[src/hw/rtl/u8tt_pkg.sv]
// ----------------------------------------------------------------------------
// u8tt_pkg
// types, phase codes and widths shared by the uart 8n1 tick transceiver
// ----------------------------------------------------------------------------
package u8tt_pkg;

    localparam int DIV_W = 16;
    localparam int CNT_W = DIV_W + 1;

    localparam logic [3:0] BITS_PER_FRAME = 4'd8;

    localparam logic [2:0] PH_IDLE  = 3'd0;
    localparam logic [2:0] PH_START = 3'd1;
    localparam logic [2:0] PH_BITS  = 3'd2;
    localparam logic [2:0] PH_WAIT  = 3'd3;
    localparam logic [2:0] PH_STOP  = 3'd4;

    typedef logic [DIV_W-1:0] t_div;
    typedef logic [CNT_W-1:0] t_cnt;

    typedef struct packed {
        logic       tx_byte_valid;
        logic [7:0] tx_byte;
        logic       tx_enable;
        logic       rx_line;
        logic       rx_enable;
    } t_in_item;

    typedef struct packed {
        logic       line_out;
        logic       tx_pop;
        logic       rx_valid;
        logic [7:0] rx_byte;
    } t_out_item;

endpackage

[src/hw/rtl/u8tt_tx.sv]
// ----------------------------------------------------------------------------
// u8tt_tx
// transmit machine: start bit, eight data bits lsb first, stop level
// ----------------------------------------------------------------------------
module u8tt_tx (
    input  logic              i_clk,
    input  logic              i_rst_n,
    input  logic              i_step,
    input  u8tt_pkg::t_div    i_div,
    input  u8tt_pkg::t_in_item i_item,
    output logic              o_line_out,
    output logic              o_tx_pop
);

    logic [2:0]     r_phase, n_phase;
    u8tt_pkg::t_cnt r_cnt, n_cnt;
    logic [3:0]     r_idx, n_idx;
    logic           r_line, n_line;
    logic           w_pop;

    u8tt_pkg::t_cnt w_bump;
    u8tt_pkg::t_cnt w_div1;
    u8tt_pkg::t_cnt w_div2;
    logic [3:0]     w_idx_inc;
    logic           w_div_gt1;
    logic           w_bit;

    assign w_bump    = r_cnt + u8tt_pkg::t_cnt'(1);
    assign w_div1    = {1'b0, i_div};
    assign w_div2    = {i_div, 1'b0};
    assign w_idx_inc = r_idx + 4'd1;
    assign w_div_gt1 = (i_div > u8tt_pkg::t_div'(1));
    assign w_bit     = i_item.tx_byte[r_idx[2:0]];

    always_comb begin
        n_phase = r_phase;
        n_cnt   = r_cnt;
        n_idx   = r_idx;
        n_line  = r_line;
        w_pop   = 1'b0;
        unique case (r_phase)
            u8tt_pkg::PH_IDLE: begin
                if (i_item.tx_byte_valid && i_item.tx_enable) begin
                    n_line  = 1'b0;
                    n_idx   = 4'd0;
                    n_phase = w_div_gt1 ? u8tt_pkg::PH_START : u8tt_pkg::PH_BITS;
                    n_cnt   = w_bump;
                end
            end
            u8tt_pkg::PH_START: begin
                n_cnt = w_bump;
                if (w_bump >= w_div1) begin
                    n_line  = w_bit;
                    n_idx   = w_idx_inc;
                    n_cnt   = '0;
                    n_phase = u8tt_pkg::PH_WAIT;
                end
            end
            u8tt_pkg::PH_BITS: begin
                n_line = w_bit;
                n_idx  = w_idx_inc;
                n_cnt  = '0;
                if (w_div_gt1) begin
                    n_phase = u8tt_pkg::PH_WAIT;
                end else if (w_idx_inc >= u8tt_pkg::BITS_PER_FRAME) begin
                    n_phase = u8tt_pkg::PH_STOP;
                    w_pop   = 1'b1;
                end
            end
            u8tt_pkg::PH_WAIT: begin
                n_cnt = w_bump;
                if (w_bump >= w_div1) begin
                    n_cnt = '0;
                    if (r_idx >= u8tt_pkg::BITS_PER_FRAME) begin
                        n_phase = u8tt_pkg::PH_STOP;
                        w_pop   = 1'b1;
                    end else begin
                        n_phase = u8tt_pkg::PH_BITS;
                    end
                end
            end
            u8tt_pkg::PH_STOP: begin
                n_line = 1'b1;
                n_cnt  = w_bump;
                if (w_bump >= w_div2) begin
                    n_phase = u8tt_pkg::PH_IDLE;
                    n_cnt   = '0;
                end
            end
            default: begin
                n_phase = u8tt_pkg::PH_IDLE;
            end
        endcase
    end

    always_ff @(posedge i_clk) begin
        if (!i_rst_n) begin
            r_phase <= u8tt_pkg::PH_IDLE;
            r_cnt   <= '0;
            r_idx   <= 4'd0;
            r_line  <= 1'b1;
        end else if (i_step) begin
            r_phase <= n_phase;
            r_cnt   <= n_cnt;
            r_idx   <= n_idx;
            r_line  <= n_line;
        end
    end

    assign o_line_out = n_line;
    assign o_tx_pop   = w_pop;

endmodule

[src/hw/rtl/u8tt_rx.sv]
// ----------------------------------------------------------------------------
// u8tt_rx
// receive machine: start detect, eight samples lsb first, stop wait
// ----------------------------------------------------------------------------
module u8tt_rx (
    input  logic               i_clk,
    input  logic               i_rst_n,
    input  logic               i_step,
    input  u8tt_pkg::t_div     i_div,
    input  u8tt_pkg::t_in_item i_item,
    output logic               o_rx_valid,
    output logic [7:0]         o_rx_byte
);

    logic [2:0]     r_phase, n_phase;
    u8tt_pkg::t_cnt r_cnt, n_cnt;
    logic [3:0]     r_idx, n_idx;
    logic [7:0]     r_shift, n_shift;
    logic           w_valid;
    logic [7:0]     w_byte;

    u8tt_pkg::t_cnt w_bump;
    u8tt_pkg::t_cnt w_div1;
    u8tt_pkg::t_cnt w_div2;
    logic [3:0]     w_idx_inc;
    logic           w_div_is1;

    assign w_bump    = r_cnt + u8tt_pkg::t_cnt'(1);
    assign w_div1    = {1'b0, i_div};
    assign w_div2    = {i_div, 1'b0};
    assign w_idx_inc = r_idx + 4'd1;
    assign w_div_is1 = (i_div == u8tt_pkg::t_div'(1));

    always_comb begin
        n_phase = r_phase;
        n_cnt   = r_cnt;
        n_idx   = r_idx;
        n_shift = r_shift;
        w_valid = 1'b0;
        w_byte  = 8'd0;
        unique case (r_phase)
            u8tt_pkg::PH_IDLE: begin
                if (!i_item.rx_line && i_item.rx_enable) begin
                    n_shift = 8'd0;
                    if (w_div_is1) begin
                        n_phase = u8tt_pkg::PH_BITS;
                        n_idx   = 4'd0;
                    end else begin
                        n_cnt   = u8tt_pkg::t_cnt'(1);
                        n_phase = u8tt_pkg::PH_START;
                    end
                end
            end
            u8tt_pkg::PH_START: begin
                n_cnt = w_bump;
                if (w_bump >= w_div1) begin
                    n_phase = u8tt_pkg::PH_BITS;
                    n_idx   = 4'd0;
                    n_cnt   = '0;
                end
            end
            u8tt_pkg::PH_BITS: begin
                n_shift[r_idx[2:0]] = i_item.rx_line;
                n_idx = w_idx_inc;
                if (w_div_is1) begin
                    if (w_idx_inc >= u8tt_pkg::BITS_PER_FRAME) begin
                        n_cnt   = '0;
                        n_phase = u8tt_pkg::PH_STOP;
                    end
                end else begin
                    n_cnt   = u8tt_pkg::t_cnt'(1);
                    n_phase = u8tt_pkg::PH_WAIT;
                end
            end
            u8tt_pkg::PH_WAIT: begin
                n_cnt = w_bump;
                if (w_bump >= w_div1) begin
                    n_cnt   = '0;
                    n_phase = (r_idx >= u8tt_pkg::BITS_PER_FRAME) ?
                              u8tt_pkg::PH_STOP : u8tt_pkg::PH_BITS;
                end
            end
            u8tt_pkg::PH_STOP: begin
                n_cnt = w_bump;
                if (w_bump >= w_div2) begin
                    n_phase = u8tt_pkg::PH_IDLE;
                    w_valid = 1'b1;
                    w_byte  = r_shift;
                    n_shift = 8'd0;
                end
            end
            default: begin
                n_phase = u8tt_pkg::PH_IDLE;
            end
        endcase
    end

    always_ff @(posedge i_clk) begin
        if (!i_rst_n) begin
            r_phase <= u8tt_pkg::PH_IDLE;
            r_cnt   <= '0;
            r_idx   <= 4'd0;
            r_shift <= 8'd0;
        end else if (i_step) begin
            r_phase <= n_phase;
            r_cnt   <= n_cnt;
            r_idx   <= n_idx;
            r_shift <= n_shift;
        end
    end

    assign o_rx_valid = w_valid;
    assign o_rx_byte  = w_byte;

endmodule

[src/hw/rtl/u8tt_skid.sv]
// ----------------------------------------------------------------------------
// u8tt_skid
// result register with one skid entry between the two handshake sides
// ----------------------------------------------------------------------------
module u8tt_skid (
    input  logic                i_clk,
    input  logic                i_rst_n,
    input  logic                i_in_valid,
    input  u8tt_pkg::t_out_item i_in_data,
    output logic                o_in_ready,
    output logic                o_out_valid,
    input  logic                i_out_ready,
    output u8tt_pkg::t_out_item o_out_data
);

    logic                r_out_valid;
    u8tt_pkg::t_out_item r_out_data;
    logic                r_skid_valid;
    u8tt_pkg::t_out_item r_skid_data;

    logic w_take;
    logic w_put;

    assign o_in_ready = !r_skid_valid;
    assign w_take     = r_out_valid && i_out_ready;
    assign w_put      = i_in_valid && !r_skid_valid;

    always_ff @(posedge i_clk) begin
        if (!i_rst_n) begin
            r_out_valid  <= 1'b0;
            r_skid_valid <= 1'b0;
        end else if (r_skid_valid) begin
            if (w_take) begin
                r_skid_valid <= 1'b0;
            end
        end else if (w_put) begin
            if (!r_out_valid || w_take) begin
                r_out_valid <= 1'b1;
            end else begin
                r_skid_valid <= 1'b1;
            end
        end else if (w_take) begin
            r_out_valid <= 1'b0;
        end
    end

    always_ff @(posedge i_clk) begin
        if (r_skid_valid) begin
            if (w_take) begin
                r_out_data <= r_skid_data;
            end
        end else if (w_put) begin
            if (!r_out_valid || w_take) begin
                r_out_data <= i_in_data;
            end else begin
                r_skid_data <= i_in_data;
            end
        end
    end

    assign o_out_valid = r_out_valid;
    assign o_out_data  = r_out_data;

endmodule

[src/hw/rtl/uart_8n1_tick_transceiver.sv]
// ----------------------------------------------------------------------------
// uart_8n1_tick_transceiver
// Each request is one tick of the serial timebase and yields exactly one
// result request, registered when it is accepted. A new request is accepted
// every cycle: the transmit and receive machines each update in a single pass
// of logic, and their combined result goes into a result register backed by
// one skid entry, so the input side stalls only once two results are waiting.
// The divider register write is always accepted; a divider of zero acts as one.
// ----------------------------------------------------------------------------
module uart_8n1_tick_transceiver (
    input  logic                i_clk,
    input  logic                i_rst_n,
    input  logic                i_cfg_valid,
    output logic                o_cfg_ready,
    input  u8tt_pkg::t_div      i_cfg_data,
    input  logic                i_in_valid,
    output logic                o_in_ready,
    input  u8tt_pkg::t_in_item  i_in_data,
    output logic                o_out_valid,
    input  logic                i_out_ready,
    output u8tt_pkg::t_out_item o_out_data
);

    u8tt_pkg::t_div      r_div;
    u8tt_pkg::t_div      w_div;
    logic                w_step;
    u8tt_pkg::t_out_item w_result;

    assign o_cfg_ready = 1'b1;

    always_ff @(posedge i_clk) begin
        if (!i_rst_n) begin
            r_div <= u8tt_pkg::t_div'(1);
        end else if (i_cfg_valid) begin
            r_div <= i_cfg_data;
        end
    end

    assign w_div  = (r_div == '0) ? u8tt_pkg::t_div'(1) : r_div;
    assign w_step = i_in_valid && o_in_ready;

    u8tt_tx u_tx (
        .i_clk      (i_clk),
        .i_rst_n    (i_rst_n),
        .i_step     (w_step),
        .i_div      (w_div),
        .i_item     (i_in_data),
        .o_line_out (w_result.line_out),
        .o_tx_pop   (w_result.tx_pop)
    );

    u8tt_rx u_rx (
        .i_clk      (i_clk),
        .i_rst_n    (i_rst_n),
        .i_step     (w_step),
        .i_div      (w_div),
        .i_item     (i_in_data),
        .o_rx_valid (w_result.rx_valid),
        .o_rx_byte  (w_result.rx_byte)
    );

    u8tt_skid u_skid (
        .i_clk       (i_clk),
        .i_rst_n     (i_rst_n),
        .i_in_valid  (i_in_valid),
        .i_in_data   (w_result),
        .o_in_ready  (o_in_ready),
        .o_out_valid (o_out_valid),
        .i_out_ready (i_out_ready),
        .o_out_data  (o_out_data)
    );

endmodule

[config.mk]
export PLATFORM = sky130hd
export DESIGN_NAME = uart_8n1_tick_transceiver
export DESIGN_NICKNAME = d
export VERILOG_FILES = /design/src/hw/rtl/u8tt_pkg.sv /design/src/hw/rtl/u8tt_tx.sv /design/src/hw/rtl/u8tt_rx.sv /design/src/hw/rtl/u8tt_skid.sv /design/src/hw/rtl/uart_8n1_tick_transceiver.sv
export SDC_FILE = /design/constraint.sdc
export NUM_CORES = 1
export LEC_CHECK = 0
export ABC_AREA = 1
export BUFFER_PORTS_ARGS = -buffer_cell sky130_fd_sc_hd__buf_4
export CAP_MARGIN = 20
export CORE_AREA = 2 2 115 117
export DETAILED_ROUTE_END_ITERATION = 16
export DIE_AREA = 0 0 117 119
export PLACE_DENSITY = 0.73
export RECOVER_POWER = 100
export SLEW_MARGIN = 0
export SYNTH_ARGS = -nofsm -noshare
export SYNTH_HDL_FRONTEND = slang
export SYNTH_SLANG_ARGS = --single-unit
[constraint.sdc]
create_clock -name i_clk -period 5.6 [get_ports i_clk]
set_clock_uncertainty 0.2 [all_clocks]
set_input_delay 0.84 -clock i_clk [delete_from_list [all_inputs] [get_ports i_clk]]
set_output_delay 0.84 -clock i_clk [all_outputs]
set_load 0.01 [all_outputs]
==> results of run 1 <==
critical path: cells and delay by family (launching register included):
kind / cells / cell delay [ns]
flops: 1 / 0.44
xor+xnor: 1 / 0.25
compound gates: 2 / 0.40
simple gates: 11 / 2.15
fa+ha+maj: 2 / 0.52
synth_stat cells (2+ instances only):
| cell | instances | area [um2] |
|---|---|---|
| sky130_fd_sc_hd__nor2_1 | 80 | 300.3 |
| sky130_fd_sc_hd__buf_2 | 3 | 15.01 |
| sky130_fd_sc_hd__clkbuf_1 | 14 | 52.55 |
| sky130_fd_sc_hd__o21ai_0 | 45 | 225.2 |
| sky130_fd_sc_hd__o21a_1 | 2 | 15.01 |
| sky130_fd_sc_hd__nand3_2 | 5 | 50.05 |
| sky130_fd_sc_hd__nand3_4 | 2 | 35.03 |
| sky130_fd_sc_hd__nor4_1 | 3 | 18.77 |
| sky130_fd_sc_hd__o22ai_1 | 2 | 12.51 |
| sky130_fd_sc_hd__nor2_2 | 11 | 68.82 |
| sky130_fd_sc_hd__nand2_2 | 7 | 43.79 |
| sky130_fd_sc_hd__nor3_2 | 2 | 20.02 |
| sky130_fd_sc_hd__xnor2_1 | 8 | 70.07 |
| sky130_fd_sc_hd__nor3_4 | 3 | 48.80 |
| sky130_fd_sc_hd__edfxtp_1 | 22 | 660.6 |
| sky130_fd_sc_hd__nand3_1 | 70 | 350.3 |
| sky130_fd_sc_hd__o21bai_1 | 3 | 22.52 |
| sky130_fd_sc_hd__xor2_1 | 19 | 166.4 |
| sky130_fd_sc_hd__ha_1 | 69 | 863.3 |
| sky130_fd_sc_hd__nor3_1 | 19 | 95.09 |
| sky130_fd_sc_hd__nand4_1 | 19 | 118.9 |
| sky130_fd_sc_hd__dfxtp_1 | 75 | 1501 |
| sky130_fd_sc_hd__nand2_1 | 184 | 690.7 |
| sky130_fd_sc_hd__clkinv_1 | 2 | 7.510 |
| sky130_fd_sc_hd__inv_1 | 113 | 424.2 |
| sky130_fd_sc_hd__inv_2 | 11 | 41.29 |
| sky130_fd_sc_hd__buf_4 | 3 | 22.52 |
| sky130_fd_sc_hd__a21oi_1 | 103 | 515.5 |
cells in the final DEF (no fill, tap or decap), types with 5 or more instances in the layout:
cell                          n
sky130_fd_sc_hd__nand4_1     20
sky130_fd_sc_hd__buf_4       32
sky130_fd_sc_hd__clkbuf_1    13
sky130_fd_sc_hd__clkbuf_16    9
sky130_fd_sc_hd__a21oi_1    103
sky130_fd_sc_hd__xor2_1      19
sky130_fd_sc_hd__nand2_2      5
sky130_fd_sc_hd__ha_1        69
sky130_fd_sc_hd__nor2_2      10
sky130_fd_sc_hd__o21ai_0     45
sky130_fd_sc_hd__nand3_1     73
sky130_fd_sc_hd__nand2_1    186
sky130_fd_sc_hd__inv_1      114
sky130_fd_sc_hd__inv_2       10
sky130_fd_sc_hd__nor3_1      20
sky130_fd_sc_hd__xnor2_1      8
sky130_fd_sc_hd__nor2_1      81
sky130_fd_sc_hd__edfxtp_1    22
sky130_fd_sc_hd__dfxtp_1     75
final cells by class:
cell class              instances  area (um2)
clock buffers                   9       225.2
clock inverters                 7       65.06
repair buffers                 46       296.5
multi-input cells             677        3874
inverters                     127       478.0
flip-flops and latches         97        2162
fillers                      1280        5554
well taps                     176       220.2
registers in the layout, summed over array words and instances (netlist names):
signal	flops
u_rx.r_cnt	17
u_tx.r_phase	3
u_tx.r_idx	4
u_rx.r_shift	8
u_rx.r_idx	4
r_div	16
u_skid.o_out_valid	1
u_skid.o_out_data	11
u_rx.r_phase	3
u_tx.r_cnt	17
u_tx.r_line	1
u_skid.r_skid_valid	1
u_skid.r_skid_data	11
how the worst max path moves through the flow:
stage | to | slack, ns | cells after the start
finish | u_rx.r_cnt[8] | 1.57 | 16
global route | u_rx.r_cnt[10] | 1.11 | 16
CTS | u_rx.r_shift[1] | 1.87 | 18
detailed placement | u_rx.r_shift[4] | 1.90 | 18
global placement | u_rx.r_shift[1] | 2.01 | 18
floorplan | u_rx.r_shift[6] | 2.42 | 18
logic make-up after synthesis:
family | after synthesis
simple gates | 411
compound gates | 167
buf+inv | 148
flops | 97
fa+ha+maj | 69
xor+xnor | 28
other cells | 1
mux | 1
stage by stage:
step,util [%],worst slack [ns],cell area (um2)
after floorplan,-,2.422,6666
after global placement,55.38,2.008,7131
after detailed placement,55.38,1.896,7131
after CTS,57.64,1.868,7421
after global routing,56.86,1.112,7321
final,56.86,1.573,7321
power by group:
group / switching (mW) / internal [mW]
Sequential: 0.0334 / 0.756
Clock: 0.295 / 0.311
Combinational: 0.381 / 0.164
metal layers:
layer	GRT usage (%)	vias up	wire length, um	share of wire [%]
met5	0	-	0	0
met4	7.721	0	233	1.6
met3	3.104	16	570	3.9
met2	35.30	117	6542	45
met1	29.83	2627	7130	49
li1	-	3147	-	-
==> impl_summary.md, run 1 <==
Status
The flow ran to the end, and the final reports show no timing, DRC or antenna violations.

Synthesis
In this run the cell area of the synthesized design comes to between 6000 and 7000 um2. The number of storage elements in the synthesis netlist is 97. The count of yosys warnings during synthesis is 0. The number of cells produced by synthesis is slightly above 900. The synthesized netlist contains 51 unique library cells.

In the synthesized netlist the dominant register cell turns out to be sky130_fd_sc_hd__dfxtp_1. Summing the sequential cell areas from Yosys gives between 30% and 40% of the chip area. Summing the areas of all xor and xnor instances in the mapped netlist gives approximately 3.8% of the synthesized area.

The share of synthesized area spent on multiplexers is less than 1%. The synthesized netlist devotes roughly an eighth of its cell area to compound gates. For this run, asynchronously set or reset flops after synthesis account for 0%. In this run, synthesis inferred 22 flip-flops with an integrated enable. The number of nets handed over by synthesis was 1024. The adder and majority cell fraction of the synthesized area is approximately 13%. The simple-gate portion of the synthesized area is approximately 29%. By area, the combinational part of the netlist is dominated by simple AND/OR/NAND/NOR gates. The synthesized area per cell is 7.230 um2.

Power and ir drop
The leakage power total is between 3 and 4 nW. The worst-case IR drop observed on VDD is 0.1311 mV. The total power per unit cell area is 265.1 nW/um2. The design draws slightly below 2 mW.

Worst setup path
The type of element capturing the critical path is a flip-flop. The most frequent cell on the critical path is sky130_fd_sc_hd__nand2_1. The maximum fanout encountered on the critical timing path is 16. The critical-path cell with the highest stage delay is sky130_fd_sc_hd__dfxtp_1.

The flop-to-flop setup slack is between 1.5 and 2 ns. The reg-to-reg critical path startpoint is u_rx.r_cnt[0]. In this run the critical register-to-register path is captured at u_rx.r_cnt[8]. The type of the worst setup path is reg2reg. The delay contributed by the slowest stage of the critical path is 0.44 ns. Data arrives at the worst endpoint at between 4 and 5 ns.

The worst register-to-register path has a depth of 16. The endpoint required time on the critical path is between 5 and 6 ns. Traced cell by cell, the critical path runs through ha_1 -> nand3_1 -> nor3_1 -> nand4_1 -> nor3_1 -> nand2_1 -> xor2_1 -> ha_1 -> nand2_1 -> nor2_1 -> a41o_1 -> nor2_1 -> nand3_2 -> nand2_1 -> nand3_1 -> a21oi_1.

The startpoint of the most critical setup path is u_rx.r_cnt[0]. The worst setup path is launched from a flip-flop.

STA
The post-route worst hold slack is between 0.2 and 0.3 ns. The slew at the pin with the worst max-slew slack is ~0.9 ns. Of the available clock period, the critical path in the final layout requires a little under three quarters. Setup violations remaining at the end of the flow were counted as 0.

Setup repair after global routing left no endpoint under its margin. The worst pin sits at a relative slew slack of around two fifths. Subtracting the final worst setup slack from the clock period gives 4.027 ns. The count of final max-slew check failures is 0. The hold violation count in the final report came to 0. Static timing analysis puts the maximum clock frequency at roughly 0.25 GHz. In the final timing run, aggregate negative setup slack is 0 ns.

Route
The detailed-route vias per instance is slightly above 5. After detailed routing, the average wire length per cell comes to 12.71 um. The first-pass iteration count of the detailed router is 5. The routed design has 14480 um of wire. Once detail routing completed, the nets flagged for antenna violations numbered 0.

After the first detailed-routing iteration, the DRC count stood at ~470. The remaining routing DRC violations is 0. The number of vias after detailed routing is roughly 6000.

Floorplanning
Pin placement for this block handled 47 I/O pins. Measured along the y axis, the die boundary spans roughly 120 um. The x dimension of the die is 117 um. In this run the standard cell core region covers roughly 13000 um2. The number of standard-cell rows in the floorplan is 42. The die covers roughly 14000 um2.

The initial utilization of the core area, before any placement, comes to 51.78%.

Worst hold path
The worst hold path begins at u_rx.r_shift[4]. Counting instances, the worst hold path has a depth of 2. The worst hold path terminates at u_rx.r_shift[4]. The min-delay analysis places its worst path in the category reg2reg.

Placement
Port buffering added 45 buffers. The routability congestion estimate is 0.8904. Including well taps, the total number of placed cells is between 1000 and 1500. The HPWL after detailed placement is 10840 um.

Clock tree
The H-tree depth is 3. The CTS sink count is 97. After clock tree synthesis, the clock-pin slew on the worst setup and hold paths is roughly 0.070 ns.

The number of hold buffers added after CTS was 0. TritonCTS built the clock tree. Counting along the longest clock path gives a buffer depth of 2. Post-CTS repair changed the size of 0 cells. The number of buffers inserted during clock tree synthesis is 9. The clock latency on the worst-skew pair is around 0.36 ns. The root buffer cell is sky130_fd_sc_hd__clkbuf_16. The buffers inserted during post-CTS setup optimization is 0.

Global routing
The overall track demand over capacity in global routing is between 20% and 30%. The sum of overflow across all layers after global routing is 0. The number of antenna violations at the first check in global routing is 0. The wire length of the first global-routing pass is roughly 25000 um. The via count of the first global-routing pass is 5390. Entering global routing, the biggest net connects 48 pins.

Layout
At the end of the flow, the number of nets in the layout was ~1100. The number of antenna diodes is 0. The share of layout cells above drive strength 1 is under 10%. After the flow finishes, the layout carries non-filler instances totaling about 1100.

Compared with the post-synthesis result, the final layout area differs by 9.816%.

Job
The number of max-cap violations is 0.
Note: power is estimated with default switching activity, not from simulation.
==> run 2: changes to the inputs <==
==> constraint.sdc (replaced) <==
create_clock -name i_clk -period 3.9 [get_ports i_clk]
set_clock_uncertainty 0.2 [all_clocks]
set_input_delay 0.585 -clock i_clk [delete_from_list [all_inputs] [get_ports i_clk]]
set_output_delay 0.585 -clock i_clk [all_outputs]
set_load 0.01 [all_outputs]
==> run 2 against run 1 <==
  * Sequential cell count stayed put
  * Sequential share of layout area is 0.50 points lower
  * Global-route usage is 0.44 points higher
  * Non-clock buffer count is 5 higher
  * Clock power is 42% higher
  * Utilization is 0.98 points higher
==> impl_summary.md, run 2 (synthesized netlist as in run 1, its figures left out) <==
STA
The number of failing setup endpoints in the final timing report is 0 (unchanged). The highest achievable clock rate is 0.2778 GHz (+12%). The count of final max-slew check failures is 0 (unchanged).

The max-slew headroom at the worst pin is 47.01% (+7.2 points). The setup slack after layout is 0.3001 ns (-1.273 ns). The hold violation count in the final report is 0 (unchanged). The setup total negative slack was 0 ns (unchanged). The post-route worst hold slack is 0.2348 ns (-0.04009 ns). The final critical delay including setup and external delays is 3.600 ns (-0.4274 ns). The part of the cycle the worst path needs is 92.31% (+20 points).

The slew at the pin with the worst max-slew slack was 0.7920 ns (-0.1108 ns).

Floorplanning
The vertical extent of the die is 119 um (unchanged). The number of standard-cell rows in the floorplan is 42 (unchanged). The total I/O pin count came to 47 (unchanged). The core outline area came to 12870 um2 (unchanged).

The effective utilization at floorplan was 51.78% (unchanged). The x dimension of the die is 117 um (unchanged). The full die area came to 13920 um2 (unchanged).

Global routing
The sum of overflow across all layers after global routing was 0 (unchanged). The via count of the first global-routing pass came to 5486 (+1.8%). The wire length of the first global-routing pass came to 25190 um (+2.3%). The maximum number of pins on one net before global-route repair is 35 (-27%). The number of antenna violations at the first check in global routing was 0 (unchanged).

The overall track demand over capacity in global routing came to 22.35% (+0.44 points).

Power and ir drop
The leakage power total was 3.334 nW (+2.0%). The total power per unit cell area is 381.5 nW/um2 (+44%). The maximum vdd ir drop came to 0.2098 mV (+60%). The total power after layout came to 2.841 mW (+46%).

Route
The detailed-route vias per instance is 5.242 (+1.1%). The wire length after detailed routing is 14990 um (+3.6%). The first-pass iteration count of the detailed router came to 5 (unchanged).

After detailed routing, no signal wire sits above met4. The remaining routing DRC violations is 0 (unchanged). The number of vias after detailed routing is 6002 (+1.6%). The wire length per cell is 13.09 um (+3.0%). The amount of wire on met2 after detailed routing is 6920 um (+5.8%). The number of design-rule violations left by the first detailed-router iteration was 374 (-20%). The remaining antenna violation count after routing was 0 (unchanged). The routed length on met3 is 668 um (+17%). The routed length on met1 was 7117 um (-0.18%).

Worst setup path
The category of the worst setup path launch point is a flip-flop. The endpoint required time on the critical path was 3.92 ns (-1.77 ns). The type of the worst setup path is reg2reg. The arrival time of the worst setup path is 3.62 ns (-0.49 ns).

The worst setup path is captured at a flip-flop. The worst reg2reg path endpoint is u_tx.r_cnt[2]. The worst reg-to-reg path cell count is 18 (+2). The flop-to-flop setup slack was 0.30 ns (-1.27 ns). The startpoint identified for the worst register-to-register timing path is u_tx.r_cnt[0]. The maximum fanout encountered on the critical timing path is 8 (-8).

Layout
The net total in the final layout is 1066 (+0.57%). The largest registers in the layout are u_rx.r_cnt x17, u_tx.r_cnt x17, r_div x16. The top cell types in the final layout, fill and taps aside, are 184 x sky130_fd_sc_hd__nand2_1, 113 x sky130_fd_sc_hd__inv_1, 103 x sky130_fd_sc_hd__a21oi_1. The layout filler cell count is 1276 (-0.31%). The share of layout cells above drive strength 1 is 11.15% (+1.8 points). The area growth from synthesis to layout is 11.71%.

The number of antenna diodes is 0 (unchanged). The library cell used most frequently in the layout, excluding fill and tap cells, is sky130_fd_sc_hd__nand2_1.

Status
The flow ran to the end, and the final reports show no timing, DRC or antenna violations.

Placement
The port buffer count came to 45 (unchanged). The routability congestion estimate came to 0.9109 (+2.3%). The final HPWL from detailed placement is 11040 um (+1.8%). The minimum setup slack after placement is 0.2083 ns (-1.687 ns).

Clock tree
The root buffer cell is sky130_fd_sc_hd__clkbuf_16. The H-tree depth is 3 (unchanged). The number of buffers inserted during clock tree synthesis is 9 (unchanged). The CTS sink count is 97 (unchanged).

The clock-pin slew of the registers on the worst-case setup and hold paths is 0.07 ns (about the same). The clock tree buffer depth was 2 (unchanged). The clock latency on the worst-skew pair came to 0.35 ns (about the same). TritonCTS built the clock tree.

Worst hold path
The startpoint of the lowest-slack hold path is i_cfg_data[0]. The endpoint of the worst hold path is r_div[0]. The count of cells along the worst hold path is 3 (+1). The type of the worst min-delay path is in2reg.

Job
The number of max-cap violations is 0 (unchanged).
-- run 2: how the worst max path moves through the flow --
| stage | start | end | slack, ns | depth (start not counted) |
|---|---|---|---|---|
| 6_report | u_tx.r_cnt[0] | u_tx.r_cnt[2] | 0.30 | 18 |
| 5_1_grt | u_rx.r_cnt[1] | u_rx.r_shift[5] | -0.007 | 20 |
| 4_1_cts | u_rx.r_cnt[1] | u_rx.r_shift[1] | 0.19 | 18 |
| 3_5_place_dp | u_rx.r_cnt[1] | u_rx.r_shift[1] | 0.21 | 18 |
| 3_3_place_gp | u_rx.r_cnt[1] | u_rx.r_shift[3] | 0.39 | 18 |
| 2_1_floorplan | u_rx.r_cnt[0] | u_rx.r_shift[6] | 0.72 | 18 |
-- run 2: what timing repair did --
action / in CTS / in global routing
hold buffers: 0 / 0
setup buffers: 0 / 2
resized for setup: 0 / 5
endpoints found under the setup margin: 0 / 46
-- run 2: worst max-delay path, cell delays in order (launching register included) --
cell and delay (ns):
sky130_fd_sc_hd__dfxtp_1 0.39, sky130_fd_sc_hd__ha_1 0.20, sky130_fd_sc_hd__nand2_1 0.06, sky130_fd_sc_hd__nor2_1 0.19
sky130_fd_sc_hd__nand2_1 0.19, sky130_fd_sc_hd__nor3_1 0.23, sky130_fd_sc_hd__inv_1 0.11, sky130_fd_sc_hd__nor2_1 0.11
sky130_fd_sc_hd__a21oi_1 0.07, sky130_fd_sc_hd__nor2_1 0.24, sky130_fd_sc_hd__ha_1 0.21, sky130_fd_sc_hd__nand4_1 0.11
sky130_fd_sc_hd__nor4_1 0.39, sky130_fd_sc_hd__nand2_1 0.08, sky130_fd_sc_hd__nand4_1 0.11, sky130_fd_sc_hd__buf_4 0.16
sky130_fd_sc_hd__nand3_2 0.22, sky130_fd_sc_hd__nand3_1 0.14, sky130_fd_sc_hd__a21oi_1 0.06
-- run 2: layout make-up --
class | count | area (um2) | area share [%]
Tap cell | 176 | 220.2 | 2.957
Clock buffer | 10 | 229.0 | 3.075
Sequential cell | 97 | 2162 | 29.03
Inverter | 127 | 481.7 | 6.468
Multi-Input combinational cell | 678 | 3955 | 53.11
Clock inverter | 6 | 52.55 | 0.7056
Timing Repair Buffer | 51 | 346.6 | 4.654
-- run 2: power by group --
| part | switching [mW] | total (mW) | internal (mW) |
|---|---|---|---|
| logic | 0.582 | 0.849 | 0.266 |
| registers | 0.0453 | 1.13 | 1.09 |
| clock network | 0.417 | 0.861 | 0.444 |
-- run 2: through the flow --
stage          instance area (um2)  utilization, %  cells
2_1_floorplan                 6666               -    922
3_3_place_gp                  7153           55.56   1126
3_5_place_dp                  7153           55.56   1126
4_1_cts                       7435           57.75   1142
5_1_grt                       7447           57.84   1145
6_report                      7447           57.84   1145
-- run 2: metal layers --
layer	global-route usage, %	up-vias
li1	-	3160
met3	3.511	22
met5	0	-
met2	36.34	121
met4	7.059	0
met1	30.27	2699
==> run 3: changes to the inputs <==
--- a/config.mk
+++ b/config.mk
@@ -6,12 +6,14 @@
 export NUM_CORES = 1
 export LEC_CHECK = 0
 export ABC_AREA = 1
-export BUFFER_PORTS_ARGS = -buffer_cell sky130_fd_sc_hd__buf_4
 export CAP_MARGIN = 20
-export CORE_AREA = 2 2 115 117
+export CELL_PAD_IN_SITES_DETAIL_PLACEMENT = 0
+export CELL_PAD_IN_SITES_GLOBAL_PLACEMENT = 2
+export CORE_AREA = 2 2 158 122
 export DETAILED_ROUTE_END_ITERATION = 16
-export DIE_AREA = 0 0 117 119
-export PLACE_DENSITY = 0.73
+export DIE_AREA = 0 0 160 124
+export DONT_BUFFER_PORTS = 1
+export PLACE_DENSITY = 0.81
 export RECOVER_POWER = 100
 export SLEW_MARGIN = 0
 export SYNTH_ARGS = -nofsm -noshare
==> run 3 against run 2 <==
  * Via count is 4.1% lower
  * Die area is 42% higher
  * Register-to-register slack better by 0.05 ns
  * Utilization is 18 points lower
  * Clock power is 13% higher
  * Global-route usage is 4.8 points lower
  * Critical endpoint is now u_tx.r_cnt[4]
  * Largest cell class unchanged
  * Highest routed layer unchanged
==> impl_summary.md, run 3 (synthesized netlist as in run 1, its figures left out) <==
Status
The run finished with clean final reports.

Power and ir drop
The relative contribution of sequential cells to total power is 38.6% (-1.2 points). The share of power burned in combinational logic is 28.3% (-1.6 points). The total power per unit cell area was 403.8 nW/um2 (+5.8%). The leakage power total is 3.182 nW (-4.5%). The net switching component of the power is 1.056 mW (+1.1%). The internal power component is 1.893 mW (+5.4%). The clock power share was 33.1% (+2.8 points).

The switching share of power is 35.80% (-0.96 points). The maximum vdd ir drop is 0.2600 mV (+24%).

STA
The count of final max-slew check failures came to 0 (unchanged). The number of failing setup endpoints in the final timing report is 0 (unchanged). The highest achievable clock rate is 0.2820 GHz (+1.5%).

The final critical delay including setup and external delays was 3.546 ns (-0.05373 ns). The slew at the pin with the worst max-slew slack is 0.9459 ns (+0.1540 ns). The max-slew headroom at the worst pin is 36.71% (-10 points). Setup repair after global routing left no endpoint under its margin. The hold violation count in the final report is 0 (unchanged). The setup total negative slack is 0 ns (unchanged). The setup slack after layout was 0.3538 ns (+0.05372 ns). The part of the cycle the worst path needs is 90.93% (-1.4 points).

Clock tree
The root buffer cell is sky130_fd_sc_hd__clkbuf_16. The clock tree buffer depth is 2 (unchanged). The number of buffers inserted during clock tree synthesis is 9 (unchanged). The clock-pin slew of the registers on the worst-case setup and hold paths came to 0.07 ns (about the same). The clock latency on the worst-skew pair is 0.35 ns (about the same). The CTS sink count came to 97 (unchanged).

The number of buffers inserted by hold repair at cts is 0 (unchanged). The H-tree depth is 3 (unchanged). TritonCTS built the clock tree.

Route
The number of design-rule violations left by the first detailed-router iteration was 368 (-1.6%). The remaining antenna violation count after routing is 0 (unchanged). The wire length after detailed routing was 17000 um (+13%).

The first-pass iteration count of the detailed router is 5 (unchanged). The detailed-route vias per instance is 4.898 (-6.6%). The wire length per cell is 14.47 um (+11%). The remaining routing DRC violations is 0 (unchanged). The number of vias after detailed routing came to 5755 (-4.1%).

Global routing
The wire length of the first global-routing pass is 27500 um (+9.2%). The sum of overflow across all layers after global routing came to 0 (unchanged). The number of antenna violations at the first check in global routing was 0 (unchanged). The overall track demand over capacity in global routing is 17.55% (-4.8 points).

The maximum number of pins on one net before global-route repair is 52 (+49%). The via count of the first global-routing pass is 5238 (-4.5%).

Worst setup path
Traced cell by cell, the critical path runs through inv_1 -> nor2_2 -> nand3_1 -> nor2_2 -> inv_1 -> nor2_2 -> nand2_1 -> nor2_2 -> nand2_1 -> nor2_2 -> xnor2_1 -> inv_2 -> ha_1 -> nand4_1 -> nor4_2 -> nand2_1 -> nand4_1 -> buf_4 -> nand3_2 -> nand3_1 -> a21oi_1. The critical path is of the reg2reg type. The category of the worst setup path launch point is a flip-flop. The slowest stage of the critical path belongs to the cell sky130_fd_sc_hd__dfxtp_1. The arrival time of the worst setup path was 3.56 ns (-0.06 ns).

The maximum fanout encountered on the critical timing path came to 8 (unchanged). The buffer and inverter count on the worst path was 4 (+2). The delay contributed by the slowest stage of the critical path came to 0.41 ns (+0.02 ns). The type of element capturing the critical path is a flip-flop. The kind of cell adding the most delay to the critical path is simple AND/OR/NAND/NOR gates. The endpoint required time on the critical path is 3.91 ns (about the same). By instance count, the cell type seen most on the critical path is sky130_fd_sc_hd__nor2_2.

Floorplanning
The full die area was 19840 um2 (+42%). The effective utilization at floorplan came to 36.66% (-15 points). The total I/O pin count is 47 (unchanged). The vertical extent of the die was 124 um (+4.2%). The x dimension of the die is 160 um (+37%). The number of standard-cell rows in the floorplan was 43 (+2.4%). The core outline area is 18180 um2 (+41%).

Layout
The area growth from synthesis to layout is 9.553%. The layout filler cell count is 1969 (+54%). In the final layout, the registers with the most flip-flops are u_rx.r_cnt x17, u_tx.r_cnt x17, r_div x16.

The number of standard cells in the layout, taps in and fillers out is 1175 (+2.6%). The area of all placed cells without fillers is 7303 um2 (-1.9%). The net total in the final layout came to 1025 (-3.8%).

In the layout the commonest cells are 183 x sky130_fd_sc_hd__nand2_1, 113 x sky130_fd_sc_hd__inv_1, 103 x sky130_fd_sc_hd__a21oi_1. The fraction of the core area covered by cells at the end of the flow is 40.16% (-18 points). The area of the multi-input gates is 3968 um2 (+0.32%).

The share of layout cells above drive strength 1 is 8.836% (-2.3 points). The register area is 2162 um2 (unchanged). The number of antenna diodes was 0 (unchanged). The leading cell type in the layout, fill and taps excluded is sky130_fd_sc_hd__nand2_1.

Placement
The port buffer count is 0 (-100%). The placement-stage cell area is 6927 um2 (-3.2%). The routability congestion estimate is 0.7896 (-13%). The minimum setup slack after placement came to 0.2178 ns (+0.009476 ns). The final HPWL from detailed placement is 12620 um (+14%).

The number of placed instances with taps included came to 1155 (+2.6%).

Job
The number of max-cap violations is 0 (unchanged).

Worst hold path
In this run the worst hold path is classified as in2reg.
-- run 3: worst paths after layout --
path                  from             to  cells past startpoint  slack (ns)
min reg2reg    u_tx.r_line    u_tx.r_line                      2        0.28
max          u_tx.r_cnt[0]  u_tx.r_cnt[4]                     21        0.35
min                i_rst_n       r_div[0]                      1        0.12
max reg2reg  u_tx.r_cnt[0]  u_tx.r_cnt[4]                     21        0.35
-- run 3: metal layers --
metal | track usage [%] | part of all wire (%) | vias to the layer above
li1 | - | - | 3076
met5 | 0 | 0 | -
met2 | 26.14 | 41 | 94
met4 | 2.703 | 0.55 | 0
met1 | 26.27 | 54 | 2578
met3 | 3.896 | 4.3 | 7
-- run 3: area by class of cell --
type / instances / share of cell area [%]
multi-input combinational: 679 / 54.33
sequential: 97 / 29.60
inverter: 127 / 6.544
tap: 247 / 4.232
clock buffer: 9 / 3.084
clock inverter: 7 / 1.285
timing repair buffer: 9 / 0.9251
-- run 3: repair_timing --
item / CTS / global route
setup buffers: 0 / 2
resized for setup: 0 / 9
hold endpoints to repair: 0 / 0
endpoints found under the setup margin: 0 / 49
-- run 3: power by group through the flow --
stage                     registers [mW]  clock network, mW  logic [mW]
after CTS                           1.14               1.01       0.823
after global routing                1.15               1.05       0.957
after global placement              1.16                  0       0.829
after detailed placement            1.16                  0       0.818
final                               1.14              0.977       0.833
after floorplan                     1.15                  0       0.634
-- run 3: stage by stage --
step | hold slack, ns | total power, mW
detailed placement | 0.2642 | 1.980
floorplan | 0.2407 | 1.785
global route | 0.1197 | 3.156
CTS | 0.1092 | 2.971
finish | 0.1228 | 2.949
global placement | 0.2643 | 1.992
-- run 3: worst reg2reg max path, cell delays in order (launching register included) --
cell and delay (ns):
sky130_fd_sc_hd__dfxtp_1 0.41, sky130_fd_sc_hd__inv_1 0.10, sky130_fd_sc_hd__nor2_2 0.15, sky130_fd_sc_hd__nand3_1 0.13, sky130_fd_sc_hd__nor2_2 0.12, sky130_fd_sc_hd__inv_1 0.07
sky130_fd_sc_hd__nor2_2 0.09, sky130_fd_sc_hd__nand2_1 0.10, sky130_fd_sc_hd__nor2_2 0.12, sky130_fd_sc_hd__nand2_1 0.11, sky130_fd_sc_hd__nor2_2 0.11, sky130_fd_sc_hd__xnor2_1 0.14
sky130_fd_sc_hd__inv_2 0.08, sky130_fd_sc_hd__ha_1 0.30, sky130_fd_sc_hd__nand4_1 0.13, sky130_fd_sc_hd__nor4_2 0.32, sky130_fd_sc_hd__nand2_1 0.08, sky130_fd_sc_hd__nand4_1 0.12
sky130_fd_sc_hd__buf_4 0.13, sky130_fd_sc_hd__nand3_2 0.19, sky130_fd_sc_hd__nand3_1 0.14, sky130_fd_sc_hd__a21oi_1 0.06
